===== config.mk =====
export PLATFORM = sky130hd
export DESIGN_NAME = slot_schedule_timer_core
export DESIGN_NICKNAME = d
export VERILOG_FILES = /design/src/sst_pkg.sv /design/src/sst_in_reg.sv /design/src/sst_engine.sv /design/src/sst_out_fifo.sv /design/src/slot_schedule_timer_core.sv
export SDC_FILE = /design/constraint.sdc
export NUM_CORES = 1
export LEC_CHECK = 0
export BUFFER_PORTS_ARGS = -buffer_cell sky130_fd_sc_hd__buf_2
export CAP_MARGIN = 20
export CORE_AREA = 4 4 245 247
export DETAILED_ROUTE_END_ITERATION = 7
export DIE_AREA = 0 0 249 251
export PLACE_DENSITY = 0.77
export SLEW_MARGIN = 20
export SYNTH_ARGS = -nofsm -noshare
export SYNTH_HDL_FRONTEND = slang
export SYNTH_SLANG_ARGS = --single-unit

===== constraint.sdc =====
create_clock -name clk -period 13.57 [get_ports clk]
set_clock_uncertainty 0.15 [all_clocks]
set_input_delay 0.6785 -clock clk [delete_from_list [all_inputs] [get_ports clk]]
set_output_delay 0.6785 -clock clk [all_outputs]
set_load 0.005 [all_outputs]

===== src/sst_pkg.sv =====
// Shared types, codes and sizes for the slot schedule timer.
// Used by every module of the block; depends on nothing.
package sst_pkg;

  // queue sizing
  localparam int QUEUE_DEPTH = 16;
  localparam int QAW         = $clog2(QUEUE_DEPTH);
  localparam int OCC_W       = QAW + 1;

  // result buffer sizing (two results may be written per cycle)
  localparam int OBUF_DEPTH  = 4;
  localparam int OBUF_AW     = $clog2(OBUF_DEPTH);
  localparam int OBUF_CW     = OBUF_AW + 1;

  // stream widths
  localparam int IN_TDATA_W  = 48;
  localparam int OUT_TDATA_W = 40;
  localparam int OUT_TUSER_W = 3;

  // register indexes
  localparam logic [1:0] CFG_TIMER_MODE     = 2'd0;
  localparam logic [1:0] CFG_PERIOD_TICKS   = 2'd1;
  localparam logic [1:0] CFG_RESERVED_TICKS = 2'd2;

  // opcodes
  localparam logic [1:0] OP_TICK    = 2'd0;
  localparam logic [1:0] OP_TRIGGER = 2'd1;
  localparam logic [1:0] OP_KILL    = 2'd2;

  // timer modes
  localparam logic [1:0] MODE_ONESHOT  = 2'd0;
  localparam logic [1:0] MODE_PERIODIC = 2'd1;
  localparam logic [1:0] MODE_SLOT     = 2'd2;

  // result kinds
  localparam logic [1:0] KIND_EXPIRY = 2'd0;
  localparam logic [1:0] KIND_CHECK  = 2'd1;
  localparam logic [1:0] KIND_DROP   = 2'd2;

  // input word, opcode in the lowest bits
  typedef struct packed {
    logic [7:0]  check_flag;
    logic [15:0] node_id;
    logic [15:0] slot_ticks;
    logic        has_slot;
    logic [1:0]  opcode;
  } item_t;

  localparam int ITEM_W = $bits(item_t);

  // configuration registers
  typedef struct packed {
    logic [1:0]  timer_mode;
    logic [15:0] period_ticks;
    logic [15:0] reserved_ticks;
  } cfg_t;

  // one result word
  typedef struct packed {
    logic [1:0]  kind;
    logic        killed;
    logic [7:0]  check_value;
    logic [31:0] tick_stamp;
    logic        last;
  } result_t;

  // results of one item, r0 first
  typedef struct packed {
    logic [1:0] cnt;
    result_t    r0;
    result_t    r1;
  } res_pair_t;

endpackage


===== src/sst_in_reg.sv =====
// Input register stage of the slot schedule timer.
// Holds one accepted word until the engine takes it; uses sst_pkg.
module sst_in_reg (
  input  logic                            clk,
  input  logic                            rst_n,
  input  logic                            in_tvalid,
  output logic                            in_tready,
  input  logic [sst_pkg::IN_TDATA_W-1:0]  in_tdata,
  input  logic                            take,
  output logic                            item_valid,
  output sst_pkg::item_t                  item
);

  logic           valid_r, valid_nxt;
  sst_pkg::item_t item_r;

  // accept when empty or when the held word leaves this cycle
  assign in_tready = !valid_r || take;

  always_comb begin
    valid_nxt = valid_r;
    if (in_tready) begin
      valid_nxt = in_tvalid;
    end
  end

  // hold the valid flag
  always_ff @(posedge clk) begin
    if (!rst_n) begin
      valid_r <= 1'b0;
    end else begin
      valid_r <= valid_nxt;
    end
  end

  // capture the payload
  always_ff @(posedge clk) begin
    if (in_tvalid && in_tready) begin
      item_r <= sst_pkg::item_t'(in_tdata[sst_pkg::ITEM_W-1:0]);
    end
  end

  assign item_valid = valid_r;
  assign item       = item_r;

endmodule


===== src/sst_engine.sv =====
// Timer state, slot queue and per-word step logic of the slot schedule timer.
// Turns one word into up to two results in the cycle that it takes the word; uses sst_pkg.
module sst_engine (
  input  logic               clk,
  input  logic               rst_n,
  input  logic               item_valid,
  input  sst_pkg::item_t     item,
  input  logic               out_space,
  input  sst_pkg::cfg_t      cfg,
  output logic               take,
  output sst_pkg::res_pair_t res
);

  // timer state
  logic                      running_r, running_nxt;
  logic [15:0]               remaining_r, remaining_nxt;
  logic [31:0]               tick_r, tick_nxt;
  logic [sst_pkg::QAW-1:0]   head_r, head_nxt;
  logic [sst_pkg::QAW-1:0]   tail_r, tail_nxt;
  logic [sst_pkg::OCC_W-1:0] occ_r, occ_nxt;

  // slot storage, undefined until written
  logic [15:0] q_len [sst_pkg::QUEUE_DEPTH];
  logic [7:0]  q_chk [sst_pkg::QUEUE_DEPTH];
  logic        q_we;

  logic [sst_pkg::QAW-1:0] head_inc, tail_inc, rd_idx;
  logic [15:0]             rd_len;
  logic [7:0]              rd_chk;
  logic [15:0]             rem_dec;
  logic [31:0]             ts;
  logic                    all_zero, q_full;

  // pointer wrap
  assign head_inc = (head_r == sst_pkg::QAW'(sst_pkg::QUEUE_DEPTH - 1)) ?
                    '0 : head_r + 1'b1;
  assign tail_inc = (tail_r == sst_pkg::QAW'(sst_pkg::QUEUE_DEPTH - 1)) ?
                    '0 : tail_r + 1'b1;

  // the next slot follows a pop on expiry, else the current head
  assign rd_idx = (item.opcode == sst_pkg::OP_TICK && occ_r != '0) ? head_inc : head_r;
  assign rd_len = q_len[rd_idx];
  assign rd_chk = q_chk[rd_idx];

  assign take     = item_valid && out_space;
  assign rem_dec  = (remaining_r != '0) ? remaining_r - 1'b1 : '0;
  assign ts       = (item.opcode == sst_pkg::OP_TICK) ? tick_r + 1'b1 : tick_r;
  assign all_zero = (item.slot_ticks == '0) && (item.node_id == '0) &&
                    (item.check_flag == '0);
  assign q_full   = (occ_r == sst_pkg::OCC_W'(sst_pkg::QUEUE_DEPTH));

  // step one word
  always_comb begin
    logic [sst_pkg::OCC_W-1:0] occ_p;
    logic [15:0]               len_s;
    logic [7:0]                chk_s;
    logic [15:0]               slot_rem;
    logic                      start;
    running_nxt   = running_r;
    remaining_nxt = remaining_r;
    tick_nxt      = tick_r;
    head_nxt      = head_r;
    tail_nxt      = tail_r;
    occ_nxt       = occ_r;
    q_we          = 1'b0;
    occ_p         = occ_r;
    start         = 1'b0;
    len_s         = rd_len;
    chk_s         = rd_chk;
    res.cnt       = 2'd0;
    res.r0        = '{kind: sst_pkg::KIND_EXPIRY, killed: 1'b0, check_value: 8'd0,
                      tick_stamp: ts, last: 1'b0};
    res.r1        = res.r0;

    case (item.opcode)
      sst_pkg::OP_TICK: begin
        tick_nxt = tick_r + 1'b1;
        if (running_r) begin
          remaining_nxt = rem_dec;
          if (rem_dec == '0) begin
            res.cnt = 2'd1;
            case (cfg.timer_mode)
              sst_pkg::MODE_SLOT: begin
                // pop the finished slot, then start the next or announce the end
                if (occ_r != '0) begin
                  occ_p    = occ_r - 1'b1;
                  head_nxt = head_inc;
                end
                occ_nxt = occ_p;
                res.cnt = 2'd2;
                res.r1.kind = sst_pkg::KIND_CHECK;
                if (occ_p != '0) begin
                  start = 1'b1;
                end else begin
                  running_nxt = 1'b0;
                end
              end
              sst_pkg::MODE_PERIODIC: begin
                remaining_nxt = cfg.period_ticks;
              end
              default: begin
                running_nxt = 1'b0;
              end
            endcase
          end
        end
      end
      sst_pkg::OP_TRIGGER: begin
        if (cfg.timer_mode == sst_pkg::MODE_ONESHOT ||
            cfg.timer_mode == sst_pkg::MODE_PERIODIC) begin
          if (!running_r) begin
            running_nxt   = 1'b1;
            remaining_nxt = cfg.period_ticks;
          end
        end else if (cfg.timer_mode == sst_pkg::MODE_SLOT && item.has_slot) begin
          if (all_zero) begin
            // clear the schedule, ending a running slot
            head_nxt = '0;
            tail_nxt = '0;
            occ_nxt  = '0;
            if (running_r) begin
              running_nxt    = 1'b0;
              res.cnt        = 2'd2;
              res.r0.killed  = 1'b1;
              res.r1.kind    = sst_pkg::KIND_CHECK;
            end
          end else begin
            if (q_full) begin
              res.cnt     = 2'd1;
              res.r0.kind = sst_pkg::KIND_DROP;
            end else begin
              q_we     = 1'b1;
              tail_nxt = tail_inc;
              occ_p    = occ_r + 1'b1;
              occ_nxt  = occ_p;
            end
            // an idle timer starts the head slot; a fresh push into an
            // empty queue is the head itself
            if (!running_r && occ_p != '0) begin
              start = 1'b1;
              if (occ_r == '0) begin
                len_s = item.slot_ticks;
                chk_s = item.check_flag;
              end
              if (q_full) begin
                res.cnt     = 2'd2;
                res.r1.kind = sst_pkg::KIND_CHECK;
              end else begin
                res.cnt     = 2'd1;
                res.r0.kind = sst_pkg::KIND_CHECK;
              end
            end
          end
        end
      end
      sst_pkg::OP_KILL: begin
        if (running_r) begin
          running_nxt   = 1'b0;
          res.cnt       = 2'd1;
          res.r0.killed = 1'b1;
          if (cfg.timer_mode == sst_pkg::MODE_SLOT) begin
            head_nxt    = '0;
            tail_nxt    = '0;
            occ_nxt     = '0;
            res.cnt     = 2'd2;
            res.r1.kind = sst_pkg::KIND_CHECK;
          end
        end
      end
      default: begin
      end
    endcase

    // start a slot: reserved time off, floored at zero, and announce it
    slot_rem = (len_s > cfg.reserved_ticks) ? len_s - cfg.reserved_ticks : '0;
    if (start) begin
      running_nxt   = 1'b1;
      remaining_nxt = slot_rem;
      if (res.cnt == 2'd2) begin
        res.r1.check_value = chk_s;
      end else begin
        res.r0.check_value = chk_s;
      end
    end

    // mark the final result
    if (res.cnt == 2'd1) begin
      res.r0.last = 1'b1;
    end else if (res.cnt == 2'd2) begin
      res.r1.last = 1'b1;
    end

    if (!take) begin
      res.cnt = 2'd0;
    end
  end

  // advance the timer state
  always_ff @(posedge clk) begin
    if (!rst_n) begin
      running_r   <= 1'b0;
      remaining_r <= '0;
      tick_r      <= '0;
      head_r      <= '0;
      tail_r      <= '0;
      occ_r       <= '0;
    end else if (take) begin
      running_r   <= running_nxt;
      remaining_r <= remaining_nxt;
      tick_r      <= tick_nxt;
      head_r      <= head_nxt;
      tail_r      <= tail_nxt;
      occ_r       <= occ_nxt;
    end
  end

  // write a pushed slot at the tail
  always_ff @(posedge clk) begin
    if (take && q_we) begin
      q_len[tail_r] <= item.slot_ticks;
      q_chk[tail_r] <= item.check_flag;
    end
  end

endmodule


===== src/sst_out_fifo.sv =====
// Result buffer of the slot schedule timer: takes up to two results a cycle
// and hands out one word a cycle on the output stream while out_tready is high; uses sst_pkg.
module sst_out_fifo (
  input  logic                             clk,
  input  logic                             rst_n,
  input  sst_pkg::res_pair_t               res,
  output logic                             space,
  output logic                             out_tvalid,
  input  logic                             out_tready,
  output logic [sst_pkg::OUT_TDATA_W-1:0]  out_tdata,
  output logic [sst_pkg::OUT_TUSER_W-1:0]  out_tuser,
  output logic                             out_tlast
);

  sst_pkg::result_t buf_q [sst_pkg::OBUF_DEPTH];

  logic [sst_pkg::OBUF_AW-1:0] wr_r, wr_nxt, rd_r, rd_nxt, wr_inc;
  logic [sst_pkg::OBUF_CW-1:0] cnt_r, cnt_nxt;
  logic                        pop;
  sst_pkg::result_t            head;

  assign space  = (cnt_r <= sst_pkg::OBUF_CW'(sst_pkg::OBUF_DEPTH - 2));
  assign pop    = out_tvalid && out_tready;
  assign wr_inc = wr_r + 1'b1;

  always_comb begin
    wr_nxt  = wr_r + sst_pkg::OBUF_AW'(res.cnt);
    rd_nxt  = pop ? rd_r + 1'b1 : rd_r;
    cnt_nxt = cnt_r + sst_pkg::OBUF_CW'(res.cnt) - sst_pkg::OBUF_CW'(pop);
  end

  // advance pointers and count
  always_ff @(posedge clk) begin
    if (!rst_n) begin
      wr_r  <= '0;
      rd_r  <= '0;
      cnt_r <= '0;
    end else begin
      wr_r  <= wr_nxt;
      rd_r  <= rd_nxt;
      cnt_r <= cnt_nxt;
    end
  end

  // store the results in order
  always_ff @(posedge clk) begin
    if (res.cnt != 2'd0) begin
      buf_q[wr_r] <= res.r0;
    end
    if (res.cnt == 2'd2) begin
      buf_q[wr_inc] <= res.r1;
    end
  end

  assign head       = buf_q[rd_r];
  assign out_tvalid = (cnt_r != '0);
  assign out_tdata  = {head.tick_stamp, head.check_value};
  assign out_tuser  = {head.killed, head.kind};
  assign out_tlast  = head.last;

endmodule


===== src/slot_schedule_timer_core.sv =====
// Slot schedule timer: one-shot, periodic and queued slot countdowns on ticks.
// Path: input register, then the engine, then the result buffer to out_.
// Throughput: one input word per cycle while the result buffer has space;
// results leave one word per cycle while out_tready is high (4-entry buffer).
// Reset (rst_n low, synchronous) stops the timer, empties queue and buffer and
// zeroes the tick count and registers; slot storage holds stale data, unread.
module slot_schedule_timer_core (
  input  logic                             clk,
  input  logic                             rst_n,
  // in_tdata: opcode[1:0], has_slot[2], slot_ticks[18:3], node_id[34:19],
  // check_flag[42:35], zero[47:43]
  input  logic                             in_tvalid,
  output logic                             in_tready,
  input  logic [sst_pkg::IN_TDATA_W-1:0]   in_tdata,
  // out_tdata: check_value[7:0], tick_stamp[39:8]
  // out_tuser: kind[1:0], killed[2]
  output logic                             out_tvalid,
  input  logic                             out_tready,
  output logic [sst_pkg::OUT_TDATA_W-1:0]  out_tdata,
  output logic [sst_pkg::OUT_TUSER_W-1:0]  out_tuser,
  output logic                             out_tlast,
  input  logic                             cfg_we,
  input  logic [1:0]                       cfg_index,
  input  logic [15:0]                      cfg_wdata
);

  sst_pkg::cfg_t      cfg_r, cfg_nxt;
  sst_pkg::item_t     item;
  sst_pkg::res_pair_t res;
  logic               item_valid, take, space;

  // decode register writes
  always_comb begin
    cfg_nxt = cfg_r;
    if (cfg_we) begin
      case (cfg_index)
        sst_pkg::CFG_TIMER_MODE:     cfg_nxt.timer_mode     = cfg_wdata[1:0];
        sst_pkg::CFG_PERIOD_TICKS:   cfg_nxt.period_ticks   = cfg_wdata;
        sst_pkg::CFG_RESERVED_TICKS: cfg_nxt.reserved_ticks = cfg_wdata;
        default: begin
        end
      endcase
    end
  end

  always_ff @(posedge clk) begin
    if (!rst_n) begin
      cfg_r <= '0;
    end else begin
      cfg_r <= cfg_nxt;
    end
  end

  sst_in_reg u_in_reg (
    .clk        (clk),
    .rst_n      (rst_n),
    .in_tvalid  (in_tvalid),
    .in_tready  (in_tready),
    .in_tdata   (in_tdata),
    .take       (take),
    .item_valid (item_valid),
    .item       (item)
  );

  sst_engine u_engine (
    .clk        (clk),
    .rst_n      (rst_n),
    .item_valid (item_valid),
    .item       (item),
    .out_space  (space),
    .cfg        (cfg_r),
    .take       (take),
    .res        (res)
  );

  sst_out_fifo u_out_fifo (
    .clk        (clk),
    .rst_n      (rst_n),
    .res        (res),
    .space      (space),
    .out_tvalid (out_tvalid),
    .out_tready (out_tready),
    .out_tdata  (out_tdata),
    .out_tuser  (out_tuser),
    .out_tlast  (out_tlast)
  );

endmodule

==> metrics.yaml, run 1 <==
finalCritPeriodShare_pct: 53.39
power_density_nw_per_um2: 133.7
effective_utilization_at_floorplan_pct: 54.89
finalCriticalPeriod_ps: 7245
outcome: "complete, no violations"
clockBufferDepth: 3
grt_util_all_layers_pct: 23.13
hold_path_class: "input port to flop"
synth_top_flop_cell: "sky130_fd_sc_hd__edfxtp_1"
vdd_drop_max_v: 0.0001378
hold-worst-slack_ps: 84.96
cp_slowest_stage_delay_ps: 650
synth_async_sr_flop_share_pct: 0
final_max_slew_viol_count: 0
antenna_cells_inserted: 0
power.leakage_nw: 12.24
fill_cells: 4273
resize_count_post_cts: 0
detail_route.first_pass.iterations: 6
vias: 20779
grt_setup_unrepaired: "false"
timing.critical_path.required_ps: 13960
critical_path.reg2reg.startpoint: "u_engine.occ_r[0]"
post_synth_inst_count: 2560
number_of_h_tree_levels: 3
cts.reportedPaths.clkPinSlew_ps: 60
cp_data_arrival_time_ps: 7630
ioPinCount: 117
root_buffer: "sky130_fd_sc_hd__clkbuf_16"
tns_ps: 0
share_clk_of_total_power_pct: 41.9
seq_power_share_pct: 51.9
area.growth.synth_to_final_pct: 11.39
port_buffers: 111
crit_path_top_delay_cell: "sky130_fd_sc_hd__or4b_1"
max_freq_ghz: 0.1380
dp_slack_ps: 6497
postCtsSetupBuffers: 0
cts_hold_buf: 0
cp_cell_instances: "inv_1 > ha_1 > or4b_1 > nand2_2 > mux2i_4 > buf_4 > buf_4 > nand2_1 > and3_1 > a311oi_1 > a31oi_1 > a211oi_1 > a21oi_1 > ha_1 > fa_1 > nor2b_1 > nor3_1 > o21bai_1 > nand4_1 > nand3_1 > o31a_1 > nand2_1 > o32a_1 > o2bb2ai_1"
viasPerCell: 6.005
gpl.final_weighted_congestion: 0.8887
synth.net_count: 2674
global_route_wire_length_before_repair_mm: 114.6
post_synth_num_cell_types: 89
post-route-drc-count: 0
route.antenna.remaining_nets: 0
post_synth_edffs: 595
finished_core_util_pct: 61.14
seq_area_frac_synth_pct: 63.75
dpl-instance-area_um2: 32810
worstHoldStart: "in_tdata[15]"
global_route.overflow_total: 0
routedWlPerCell_um: 21.27
yosysWarningCount: 0
critPathLaunchType: "flop"
internal_power_mw: 3.662
fin_ws_ps: 6325
setup.worst_path.end_class: "flop"
setup_violations: 0
timing_worst_slew_pin_value_ps: 1113
clock_tree_from_tritoncts: "yes"
chipWidth_um: 249
nNetsFinal: 2749
final_hold_fails: 0
antenna_violations_before_repair: 0
yosys_register_bits: 709
drive_above_1_share_pct: 14.84
syn_area_per_cell_um2: 12.35
cap_viol_max_count: 0
die_area_um2: 62500
pwr-share-comb_pct: 6.2
numClockSinks: 709
net-switching-power_mw: 1.046
design.core.area_um2: 57590
finalPower_mw: 4.709
insertion_delay_ps: 630
placed_cells_incl_taps: 3324
drt_first_iter_violations: 2424
grt_start_max_net_pins: 142
crit_fanout: 44
post_layout_nonfiller_instances: 3460
commonest_cells_after_routing_fill_and_taps_aside: "sky130_fd_sc_hd__edfxtp_1 (595), sky130_fd_sc_hd__nand2_1 (457), sky130_fd_sc_hd__nor2_1 (175)"
critPathLaunch: "u_engine.occ_r[0]"
mostFrequentLayoutCell: "sky130_fd_sc_hd__edfxtp_1"
p_sw_share_pct: 22.22
chipHeight_um: 251
grt_pass1_vias: 20505
placement_rows: 88
slew_headroom_pct: 25.78
critical_path_class: "flop to flop"
syn_area_um2: 31610
layout.cell_area.non_filler_um2: 35210
postRouteWirelength_mm: 73.60
cts-buffers-inserted: 73
post-dp-hpwl_mm: 43.28
-- state kept, by name (all words and copies together) (netlist names), 5 cells and up, named ones only --
register and count:
cfg_r 34, u_engine.q_len 256, u_engine.q_chk 128, u_engine.tick_r 32, u_engine.remaining_r 16, u_in_reg.item 43, u_out_fifo.buf_q 176, u_engine.occ_r 5
-- cell usage after synthesis (5+ instances only) --
master	count	area [um^2]
sky130_fd_sc_hd__edfxtp_1	595	17870
sky130_fd_sc_hd__nand2_1	457	1715
sky130_fd_sc_hd__nor2_1	187	701.9
sky130_fd_sc_hd__nand3_1	158	790.8
sky130_fd_sc_hd__dfxtp_1	114	2282
sky130_fd_sc_hd__clkbuf_1	100	375.4
sky130_fd_sc_hd__mux2i_1	81	810.8
sky130_fd_sc_hd__and3_1	58	362.9
sky130_fd_sc_hd__xnor2_1	54	473.0
sky130_fd_sc_hd__inv_1	50	187.7
sky130_fd_sc_hd__o21ai_0	50	250.2
sky130_fd_sc_hd__a21boi_0	49	367.9
sky130_fd_sc_hd__and2_1	44	275.3
sky130_fd_sc_hd__mux4_2	44	991.0
sky130_fd_sc_hd__nor2b_1	42	262.8
sky130_fd_sc_hd__ha_1	41	513.0
sky130_fd_sc_hd__a311oi_1	34	297.8
sky130_fd_sc_hd__a21oi_1	29	145.1
sky130_fd_sc_hd__nor2_2	28	175.2
sky130_fd_sc_hd__xor2_1	27	236.5
sky130_fd_sc_hd__buf_2	21	105.1
sky130_fd_sc_hd__nor4_1	21	131.4
sky130_fd_sc_hd__nor3_1	19	95.09
sky130_fd_sc_hd__o31ai_1	17	127.6
sky130_fd_sc_hd__nand4_1	15	93.84
sky130_fd_sc_hd__a31oi_1	14	87.58
sky130_fd_sc_hd__mux2_2	14	157.7
sky130_fd_sc_hd__a22o_1	12	105.1
sky130_fd_sc_hd__buf_6	12	135.1
sky130_fd_sc_hd__or3_1	12	75.07
sky130_fd_sc_hd__o22ai_1	10	62.56
sky130_fd_sc_hd__a222oi_1	8	80.08
sky130_fd_sc_hd__buf_1	8	30.03
sky130_fd_sc_hd__nand2b_1	7	43.79
sky130_fd_sc_hd__o211ai_1	7	52.55
sky130_fd_sc_hd__a21o_1	6	45.04
sky130_fd_sc_hd__o21a_1	6	45.04
sky130_fd_sc_hd__nand3b_1	5	37.54
sky130_fd_sc_hd__o21bai_1	5	37.54
sky130_fd_sc_hd__or4_1	5	37.54
-- routing by layer --
metal	global-route usage (%)	share of wire [%]
met5	0	0
met1	31.01	40
met4	7.277	2.8
met2	38.95	49
met3	4.149	8.1
-- critical path: cells and delay by family (launching register included) --
kind | cells | cell delay [ps]
multiplexers | 1 | 250
AO/OA/AOI/OAI | 8 | 1880
buffers and inverters | 3 | 1280
flip-flops | 1 | 420
AND/OR/NAND/NOR | 9 | 2140
adder cells (fa/ha/maj) | 3 | 1010
-- area by class of cell --
cell class | instances | area [um^2] | area share, %
clock inverter | 43 | 402.9 | 1.144
clock buffer | 92 | 1961 | 5.569
tap | 765 | 957.2 | 2.719
inverter | 54 | 206.4 | 0.5864
multi-input combinational | 1650 | 10680 | 30.33
sequential | 709 | 20150 | 57.24
timing repair buffer | 147 | 850.8 | 2.417
-- final timing paths --
path | end | slack, ps | cells after the start
max | u_engine.remaining_r[13] | 6330 | 24
min | u_in_reg.item[15] | 80 | 1
min reg2reg | cfg_r[24] | 320 | 2
max reg2reg | u_engine.remaining_r[13] | 6330 | 24
-- power by group through the flow --
stage,registers [mW],logic [mW],clock network [mW]
floorplan,2.46,0.225,0
global placement,2.49,0.281,0
detailed placement,2.49,0.291,0
CTS,2.45,0.293,2.00
global route,2.45,0.320,2.09
finish,2.45,0.292,1.97
-- cells by family after synthesis --
kind of cell	synth area share, %
muxes	6.199
xor gates and xnor gates	2.245
AOI/OAI and AO/OA	7.225
buffers and inverters	2.914
DFF	63.75
and+or+nand+nor	15.92
adders and majority gates	1.750
Note: power is estimated with default switching activity, not from simulation.
==> run 2, diff against run 1 <==
==> constraint.sdc (replaced) <==
create_clock -name clk -period 7.3 [get_ports clk]
set_clock_uncertainty 0.15 [all_clocks]
set_input_delay 0.365 -clock clk [delete_from_list [all_inputs] [get_ports clk]]
set_output_delay 0.365 -clock clk [all_outputs]
set_load 0.005 [all_outputs]
==> run 2 against run 1 <==
  * Flip-flop and latch count is the same
  * Core utilization grew 1.3 points
  * First-iteration DRC count fell by 20%
  * Clock power rose by 86%
  * Sequential power increased by 84%
  * Clock-buffer cell count grew 1
  * Maximum frequency is 10% higher
  * Routed wire length increased by 3.0%
  * Via count up 1.7%
  * Die area unchanged
  * Highest routed layer unchanged
==> metrics.yaml, run 2 (synthesis results as in run 1) <==
drive_above_1_share_pct: 14.91  # +0.069 points
die_area_um2: 62500  # unchanged
placement_rows: 88  # unchanged
vias: 21140  # +1.7%
clock_tree_from_tritoncts: "yes"
clockBufferDepth: 3  # unchanged
critical_path_class: "flop to flop"
grt_pass1_vias: 21093  # +2.9%
number_of_h_tree_levels: 3  # unchanged
nNetsFinal: 2823  # +2.7%
chipHeight_um: 251  # unchanged
grt_setup_unrepaired: "false"
post-route-drc-count: 0  # unchanged
cts.reportedPaths.clkPinSlew_ps: 60  # about the same
post-dp-hpwl_mm: 44.04  # +1.8%
mostFrequentLayoutCell: "sky130_fd_sc_hd__edfxtp_1"
chipWidth_um: 249  # unchanged
commonest_cells_after_routing_fill_and_taps_aside: "sky130_fd_sc_hd__edfxtp_1 (595), sky130_fd_sc_hd__nand2_1 (457), sky130_fd_sc_hd__nor2_1 (175)"
sequential_cell_area_um2: 20150  # unchanged
power_density_nw_per_um2: 244.4  # +83%
hold-worst-slack_ps: 70.68  # -14.28 ps
postRouteWirelength_mm: 75.81  # +3.0%
resize_count_post_cts: 0  # unchanged
cap_viol_max_count: 0  # unchanged
fin_ws_ps: 719.9  # -5605 ps
effective_utilization_at_floorplan_pct: 54.89  # unchanged
area_taken_by_multi_input_logic_gates_um2: 10680  # about the same
route.antenna.remaining_nets: 0  # unchanged
cp_data_arrival_time_ps: 6940  # -690 ps
power.leakage_nw: 12.58  # +2.7%
root_buffer: "sky130_fd_sc_hd__clkbuf_16"
timing_worst_slew_pin_value_ps: 1106  # -6.749 ps
final_max_slew_viol_count: 0  # unchanged
area.growth.synth_to_final_pct: 13.68
final_hold_fails: 0  # unchanged
fill_cells: 4226  # -1.1%
design.core.area_um2: 57590  # unchanged
finalCriticalPeriod_ps: 6580  # -664.5 ps
grt_start_max_net_pins: 100  # -30%
insertion_delay_ps: 620  # about the same
setup_violations: 0  # unchanged
hold_path_class: "input port to flop"
drt_first_iter_violations: 1941  # -20%
antenna_cells_inserted: 0  # unchanged
ioPinCount: 117  # unchanged
numClockSinks: 709  # unchanged
crit_fanout: 72  # +64%
slew_headroom_pct: 26.23  # +0.45 points
port_buffers: 111  # unchanged
cts-buffers-inserted: 72  # -1.4%
vdd_drop_max_v: 0.0002129  # +55%
largest_register_ffs: 256  # unchanged
finalCritPeriodShare_pct: 90.14  # +37 points
detail_route.first_pass.iterations: 6  # unchanged
viasPerCell: 5.992  # -0.22%
global_route.overflow_total: 0  # unchanged
max_freq_ghz: 0.1520  # +10%
routedWlPerCell_um: 21.49  # +1.0%
setup.worst_path.end_class: "flop"
global_route_wire_length_before_repair_mm: 117.7  # +2.6%
gpl.final_weighted_congestion: 0.8778  # -1.2%
critPathLaunchType: "flop"
max_flop_register: "u_engine.q_len"
rrSetupSlack_ps: 720  # -5610 ps
grt_util_all_layers_pct: 23.76  # +0.63 points
layout_top_registers: "u_engine.q_len: 256 flops, u_out_fifo.buf_q: 176 flops, u_engine.q_chk: 128 flops"
dp_slack_ps: 867.5  # -5630 ps
tns_ps: 0  # unchanged
timing.critical_path.required_ps: 7660  # -6300 ps
outcome: "complete, no violations"
antenna_violations_before_repair: 0  # unchanged
-- run 2: what timing repair did --
item | CTS | global route
hold buffers | 60 | 0
buffers inserted | 0 | 0
hold endpoints to repair | 78 | 0
-- run 2: worst max-delay path, cell delays in order (launching register included) --
cell,delay [ps]
sky130_fd_sc_hd__dfxtp_1,410
sky130_fd_sc_hd__inv_1,140
sky130_fd_sc_hd__ha_1,260
sky130_fd_sc_hd__or4b_1,680
sky130_fd_sc_hd__nand2_2,280
sky130_fd_sc_hd__mux2_4,780
sky130_fd_sc_hd__buf_4,390
sky130_fd_sc_hd__nand2_1,90
sky130_fd_sc_hd__and3_1,160
sky130_fd_sc_hd__a311oi_1,260
sky130_fd_sc_hd__a311oi_1,90
sky130_fd_sc_hd__o31ai_1,540
sky130_fd_sc_hd__ha_1,390
sky130_fd_sc_hd__and3_1,230
sky130_fd_sc_hd__nand2_1,100
sky130_fd_sc_hd__a2bb2oi_1,150
sky130_fd_sc_hd__nand3_1,170
sky130_fd_sc_hd__o31a_1,420
sky130_fd_sc_hd__nand2_1,340
sky130_fd_sc_hd__o32ai_1,160
sky130_fd_sc_hd__a22o_1,200
-- run 2: worst paths after layout --
check                             endpoint               from  cells after the start
setup / recovery  u_engine.remaining_r[15]  u_engine.occ_r[0]                     20
hold / removal                   cfg_r[32]       cfg_index[1]                      4
setup reg to reg  u_engine.remaining_r[15]  u_engine.occ_r[0]                     20
hold reg to reg                  cfg_r[23]          cfg_r[23]                      2
-- run 2: per-layer routing --
metal	global-route usage [%]	routed length (um)	vias to the layer above	part of all wire [%]
li1	-	-	9656	-
met1	31.31	30270	10367	40
met2	40.09	37260	956	49
met3	3.931	5743	161	7.6
met4	9.072	2542	0	3.4
met5	0	0	-	0
-- run 2: where the power goes --
part	internal, mW	switching (mW)
logic	0.260	0.328
clock network	2.14	1.53
registers	4.44	0.0832
total	6.84	1.94
-- run 2: area by class of cell --
class	instances	share of cell area (%)
multi-input cells	1650	29.73
flip-flops and latches	709	56.09
clock inverters	35	1.020
well taps	765	2.664
inverters	54	0.5746
repair buffers	222	4.409
clock buffers	93	5.519
-- run 2: metrics by stage --
stage | power (mW) | cell area (um^2) | cells | util, %
6_report | 8.782 | 35930 | 3528 | 62.40
5_1_grt | 9.070 | 35930 | 3528 | 62.40
4_1_cts | 8.841 | 35880 | 3527 | 62.30
3_5_place_dp | 5.168 | 32930 | 3339 | 57.18
3_3_place_gp | 5.146 | 32930 | 3339 | 57.18
2_1_floorplan | 4.979 | 31610 | 2560 | -
